File: src/rtl/tcc_pkg.sv
// ----------------------------------------------------------------------------
// tcc_pkg
// Shared types, constants and helper functions of the tilt-compensated compass.
// ----------------------------------------------------------------------------
`default_nettype none

package tcc_pkg;

  localparam int ANGLE_FRAC_BITS = 13;
  localparam int CORDIC_STAGES   = 16;
  localparam int TABLE_LEN       = 24;
  localparam int CORDIC_N        = (CORDIC_STAGES > TABLE_LEN) ? TABLE_LEN : CORDIC_STAGES;
  localparam int SHW             = $clog2(TABLE_LEN);

  localparam int SQRT_STEPS = 32;
  localparam int RMW        = 36;
  localparam int VW         = 52;
  localparam int ZW         = 34;
  localparam int RW         = 34;
  localparam int PW         = 48;
  localparam int SCW        = 32;

  localparam longint PI_L      = 64'sd3373259426;
  localparam longint HALF_PI_L = 64'sd1686629713;
  localparam longint GAIN_L    = 64'sd652032874;

  localparam logic signed [ZW-1:0] PI_Q30      = ZW'(PI_L);
  localparam logic signed [ZW-1:0] HALF_PI_Q30 = ZW'(HALF_PI_L);
  localparam logic signed [RW-1:0] GAIN_Q30    = RW'(GAIN_L);

  localparam int     OUT_SH     = 30 - ANGLE_FRAC_BITS;
  localparam longint OUT_HALF_L = 64'sd1 <<< (OUT_SH - 1);
  localparam longint OUT_LIM_L  = (PI_L + OUT_HALF_L) >>> OUT_SH;
  localparam logic signed [ZW:0] OUT_HALF = (ZW+1)'(OUT_HALF_L);
  localparam logic signed [ZW:0] OUT_LIM  = (ZW+1)'(OUT_LIM_L);
  localparam logic signed [15:0] OUT_LIM16 = 16'(OUT_LIM_L);

  typedef struct packed {
    logic [31:0]    rad;
    logic [RMW-1:0] rem;
    logic [31:0]    root;
  } sqrt_t;

  typedef struct packed {
    logic signed [VW-1:0] x;
    logic signed [VW-1:0] y;
    logic signed [ZW-1:0] z;
    logic                 zero;
  } vec_t;

  typedef struct packed {
    logic signed [RW-1:0] x;
    logic signed [RW-1:0] y;
    logic signed [ZW-1:0] z;
    logic                 neg;
  } rot_t;

  typedef struct packed {
    logic signed [15:0] ax;
    logic signed [15:0] ay;
    logic signed [15:0] az;
    logic signed [15:0] hx;
    logic signed [15:0] hy;
    logic signed [15:0] hz;
  } side_t;

  typedef struct packed {
    logic signed [15:0] hx;
    logic signed [15:0] hy;
    logic signed [15:0] hz;
  } mag_t;

  typedef struct packed {
    logic signed [ZW-1:0] pitch;
    logic signed [ZW-1:0] roll;
  } ang_t;

  function automatic logic signed [ZW-1:0] atan_q30(input logic [SHW-1:0] i);
    logic signed [ZW-1:0] v;
    case (i)
      5'd0:    v = ZW'(64'sd843314857);
      5'd1:    v = ZW'(64'sd497837829);
      5'd2:    v = ZW'(64'sd263043837);
      5'd3:    v = ZW'(64'sd133525159);
      5'd4:    v = ZW'(64'sd67021687);
      5'd5:    v = ZW'(64'sd33543516);
      5'd6:    v = ZW'(64'sd16775851);
      5'd7:    v = ZW'(64'sd8388437);
      5'd8:    v = ZW'(64'sd4194283);
      5'd9:    v = ZW'(64'sd2097149);
      5'd10:   v = ZW'(64'sd1048576);
      5'd11:   v = ZW'(64'sd524288);
      5'd12:   v = ZW'(64'sd262144);
      5'd13:   v = ZW'(64'sd131072);
      5'd14:   v = ZW'(64'sd65536);
      5'd15:   v = ZW'(64'sd32768);
      5'd16:   v = ZW'(64'sd16384);
      5'd17:   v = ZW'(64'sd8192);
      5'd18:   v = ZW'(64'sd4096);
      5'd19:   v = ZW'(64'sd2048);
      5'd20:   v = ZW'(64'sd1024);
      5'd21:   v = ZW'(64'sd512);
      5'd22:   v = ZW'(64'sd256);
      5'd23:   v = ZW'(64'sd128);
      default: v = '0;
    endcase
    return v;
  endfunction

  // quadrant fix for vectoring: left half plane turned by a quarter turn
  function automatic vec_t prerot(input logic signed [VW-1:0] y,
                                  input logic signed [VW-1:0] x);
    vec_t v;
    v.x    = x;
    v.y    = y;
    v.z    = '0;
    v.zero = (x == '0) && (y == '0);
    if (x[VW-1]) begin
      if (!y[VW-1]) begin
        v.x = y;
        v.y = -x;
        v.z = HALF_PI_Q30;
      end else begin
        v.x = -y;
        v.y = x;
        v.z = -HALF_PI_Q30;
      end
    end
    return v;
  endfunction

  function automatic rot_t fold(input logic signed [ZW-1:0] z);
    rot_t r;
    r.x   = GAIN_Q30;
    r.y   = '0;
    r.z   = z;
    r.neg = 1'b0;
    if (z > HALF_PI_Q30) begin
      r.z   = z - PI_Q30;
      r.neg = 1'b1;
    end else if (z < -HALF_PI_Q30) begin
      r.z   = z + PI_Q30;
      r.neg = 1'b1;
    end
    return r;
  endfunction

  function automatic logic signed [15:0] to_out(input logic signed [ZW-1:0] a);
    logic signed [ZW:0] t;
    logic signed [ZW:0] r;
    t = {a[ZW-1], a} + OUT_HALF;
    r = t >>> OUT_SH;
    if (r > OUT_LIM) begin
      r = OUT_LIM;
    end else if (r < -OUT_LIM) begin
      r = -OUT_LIM;
    end
    return r[15:0];
  endfunction

endpackage

`default_nettype wire

File: src/rtl/tcc_sqrt_cell.sv
// ----------------------------------------------------------------------------
// tcc_sqrt_cell
// One digit step of the restoring square root, one root bit per cell.
// ----------------------------------------------------------------------------
`default_nettype none

module tcc_sqrt_cell (
  input  logic           clk,
  input  logic           en,
  input  tcc_pkg::sqrt_t d,
  output tcc_pkg::sqrt_t q
);

  tcc_pkg::sqrt_t           sq_r;
  tcc_pkg::sqrt_t           sq_nxt;
  logic [tcc_pkg::RMW-1:0] cur;
  logic [tcc_pkg::RMW-1:0] trial;
  logic                    ge;

  always_comb begin
    cur         = {d.rem[tcc_pkg::RMW-3:0], d.rad[31:30]};
    trial       = {{(tcc_pkg::RMW-34){1'b0}}, d.root, 2'b01};
    ge          = (cur >= trial);
    sq_nxt.rad  = {d.rad[29:0], 2'b00};
    sq_nxt.rem  = ge ? (cur - trial) : cur;
    sq_nxt.root = {d.root[30:0], ge};
  end

  always_ff @(posedge clk) begin
    if (en) begin
      sq_r <= sq_nxt;
    end
  end

  assign q = sq_r;

endmodule

`default_nettype wire

File: config.mk
export PLATFORM = sky130hd
export DESIGN_NAME = tcc_sqrt_cell
export DESIGN_NICKNAME = d
export VERILOG_FILES = /design/src/rtl/tcc_pkg.sv /design/src/rtl/tcc_sqrt_cell.sv
export SDC_FILE = /design/constraint.sdc
export NUM_CORES = 1
export LEC_CHECK = 0
export ABC_AREA = 1
export BUFFER_PORTS_ARGS = -buffer_cell sky130_fd_sc_hd__clkbuf_2
export CORE_MARGIN = 10
export CORE_UTILIZATION = 45
export CTS_CLUSTER_SIZE = 25
export DETAILED_ROUTE_END_ITERATION = 8
export PLACE_DENSITY = 0.72
export SYNTH_ARGS = -nofsm -noshare
export SYNTH_HDL_FRONTEND = slang
export SYNTH_SLANG_ARGS = --single-unit
File: constraint.sdc
create_clock -name clk -period 2.6 [get_ports clk]
set_clock_uncertainty 0.2 [all_clocks]
set_input_delay 0 -clock clk [delete_from_list [all_inputs] [get_ports clk]]
set_output_delay 0 -clock clk [all_outputs]
set_load 0.02 [all_outputs]
==> flow_summary_export.csv <==
group,metric,value,unit
status,status,"finished clean",
worst_setup_path,worstPathMaxFanout,4,
global_route,grt_max_degree,57,
drt,initialDrtViolationCount,362,
logic_synthesis,yosysSeqAreaShare,0.474,
global_route,grt_pass1_vias,6157,
global_route,grt_pass1_wl,31200,um
clock_tree,numClockSinks,98,
floorplanning,die_w,138,um
drt,vias,6049,
place,pre_cts_ws,250,ps
floorplanning,dieArea,18900,um^2
pwr,powerDensity,549,nW/um^2
cells_and_area,num_antenna_cells,0,
floorplanning,io_pins,202,
place,dp.cells,1164,
sta,fin_setup_tns,0,ps
worst_setup_path,arrival,2340,ps
drt,final_antenna_net_count,0,
clock_tree,cts-root-buf,"clkbuf_16",
sta,slew_viol_final,0,
drt,drc_errors,0,
cells_and_area,largest_reg_flops,98,
cells_and_area,syn2layout_area_growth,40.9,%
worst_setup_path,slowest_stage,"dlygate4sd3_1",
global_route,grt_use_total,0.208,
min_path,min_path_type,"in -> reg",
cells_and_area,fin_nets,1234,
place,io_buffer_count,197,
sta,fmaxAchievable,413,MHz
sta,final-setup-viol-count,0,
logic_synthesis,post_synth_inst_count,794,
place,dp_hpwl,14900,um
logic_synthesis,syn_area_per_cell,7.83,um^2
clock_tree,numCtsBuffers,9,
sta,hold_violations,0,
worst_setup_path,path_cells,"dlygate4sd3_1 -> clkbuf_2 -> inv_1 -> ha_1 -> nand2_1 -> nor2_1 -> inv_1 -> nor3_1 -> nand2_1 -> nand2_1 -> nand2_1 -> nand2_1 -> nand2_1 -> nand3_1 -> nand2_1",
pwr,power_leakage,4.51,nW
cells_and_area,drive_above_1_share,0.218,
global_route,antenna_found_initial,0,
clock_tree,h-tree-depth,3,
sta,period_share,0.932,
place,postPlaceCellArea,7400,um^2
sta,period_minus_slack,2420,ps
flow_run,maxCapViolCount,0,
sta,fin_ws,176,ps
floorplanning,core,13400,um^2
cells_and_area,stdcell_count,1279,
floorplanning,chipHeight,138,um
clock_tree,cts_tree,"built",
floorplanning,start_util,0.464,
cells_and_area,fin_area,8760,um^2
drt,avgRoutedWirePerCell,15.2,um
logic_synthesis,syn-cell-area,6210,um^2
global_route,grt_overflow,0,
clock_tree,path_clk_slew,80,ps
worst_setup_path,cp-start-kind,"input pin",
cells_and_area,fill_cells,1172,
logic_synthesis,yosys.cell_types.count,29,
worst_setup_path,critPathKind,"in -> reg",
logic_synthesis,yosysWarningCount,0,
worst_setup_path,crit_path_frequent_cell,"nand2_1",
drt,wirelength,19400,um
clock_tree,clk_path_buf_depth,2,
place,gp_congestion,0.896,
logic_synthesis,synth.ff_latch_count,98,
worst_setup_path,crit_required,2520,ps
pwr,ir_drop,0.301,mV
drt,first_pass_iters,7,
floorplanning,num_rows,42,
worst_setup_path,slowest_delay,540,ps
worst_setup_path,critPathCaptureType,"flop",
drt,viasPerCell,4.73,
==> stage by stage <==
step                      hold slack (ps)  power (mW)   util
final                                 122        4.81  0.653
after global routing                  154        5.06  0.653
after CTS                             104        4.81  0.649
after detailed placement            -21.3        3.27  0.552
after global placement              -23.4        3.25  0.552
after floorplan                      -101        2.82      -
==> timing repair <==
item,in CTS,in global routing
hold endpoints to repair,107,0
hold buffers,98,0
setup buffers,0,1
gates resized for setup,0,15
endpoints found under the setup margin,0,35
==> critical path: cells and delay by family <==
family	cells	cell delay [ps]
fa+ha+maj	1	340
simple gates	10	1190
buf+inv	4	790
==> metal layers <==
metal  share of wire  GRT usage
met5               0          0
met4           0.013     0.0556
met3           0.086     0.0462
met2            0.47      0.353
met1            0.43      0.261
==> Yosys cell counts <==
| cell type | instances | area share |
|---|---|---|
| a21o_1 | 1 | 0.0012 |
| a21oi_1 | 23 | 0.019 |
| a21oi_2 | 2 | 0.0028 |
| and2_1 | 2 | 0.0020 |
| buf_4 | 5 | 0.0060 |
| buf_6 | 3 | 0.0054 |
| conb_1 | 1 | 0.00060 |
| edfxtp_1 | 98 | 0.47 |
| ha_1 | 34 | 0.068 |
| inv_1 | 129 | 0.078 |
| inv_2 | 1 | 0.00060 |
| inv_4 | 1 | 0.0010 |
| nand2_1 | 326 | 0.20 |
| nand2_2 | 1 | 0.0010 |
| nand2_8 | 1 | 0.0032 |
| nand3_1 | 33 | 0.027 |
| nand3_2 | 1 | 0.0016 |
| nand3_4 | 1 | 0.0028 |
| nand3b_1 | 12 | 0.014 |
| nand4_1 | 3 | 0.0030 |
| nor2_1 | 73 | 0.044 |
| nor2_2 | 4 | 0.0040 |
| nor3_1 | 10 | 0.0081 |
| o211ai_1 | 1 | 0.0012 |
| o21ai_0 | 6 | 0.0048 |
| o21ai_1 | 1 | 0.00080 |
| o21bai_1 | 3 | 0.0036 |
| xnor2_1 | 1 | 0.0014 |
| xor2_1 | 17 | 0.024 |
==> logic make-up after synthesis <==
group / Yosys count / synth area share
buffers and inverters: 139 / 0.0910
and+or+nand+nor: 467 / 0.308
adders and majority gates: 34 / 0.0685
AOI/OAI and AO/OA: 37 / 0.0330
DFF: 98 / 0.474
xor gates and xnor gates: 18 / 0.0254
other: 1 / 0.000604
==> worst paths after layout <==
check | cells after the start | slack (ps) | from | end
worst max-delay path | 15 | 180 | d[12] | q[63]
worst min-delay path | 6 | 120 | d[31] | q[65]
==> layout make-up <==
type	instances	area (um^2)	area share
multi-input combinational	558	2750	0.314
clock inverter	7	95.1	0.0109
timing repair buffer	300	2020	0.231
sequential	98	2940	0.336
tap	176	220	0.0252
inverter	131	499	0.0570
clock buffer	9	225	0.0257
==> placed cells by master (no fill, tap or decap), drive strengths merged <==
master,count
nand2,328
clkbuf,205
inv,134
dlygate4sd3,98
edfxtp,98
nor2,77
nand3,35
ha,34
a21oi,25
xor2,17
nand3b,12
nor3,10
o21ai,7
buf,6
nand4,3
o21bai,3
clkinv,3
and2,2
conb,2
a21o,1
o211ai,1
xnor2,1
bufinv,1
==> report_power, final <==
| part | leakage, nW | total [mW] | internal (mW) | switching [mW] |
|---|---|---|---|---|
| logic | 3.39 | 1.39 | 0.512 | 0.876 |
| registers | 0.959 | 1.99 | 1.94 | 0.0457 |
| clock network | 0.157 | 1.43 | 0.775 | 0.654 |
Note: power is estimated with default switching activity, not from simulation.
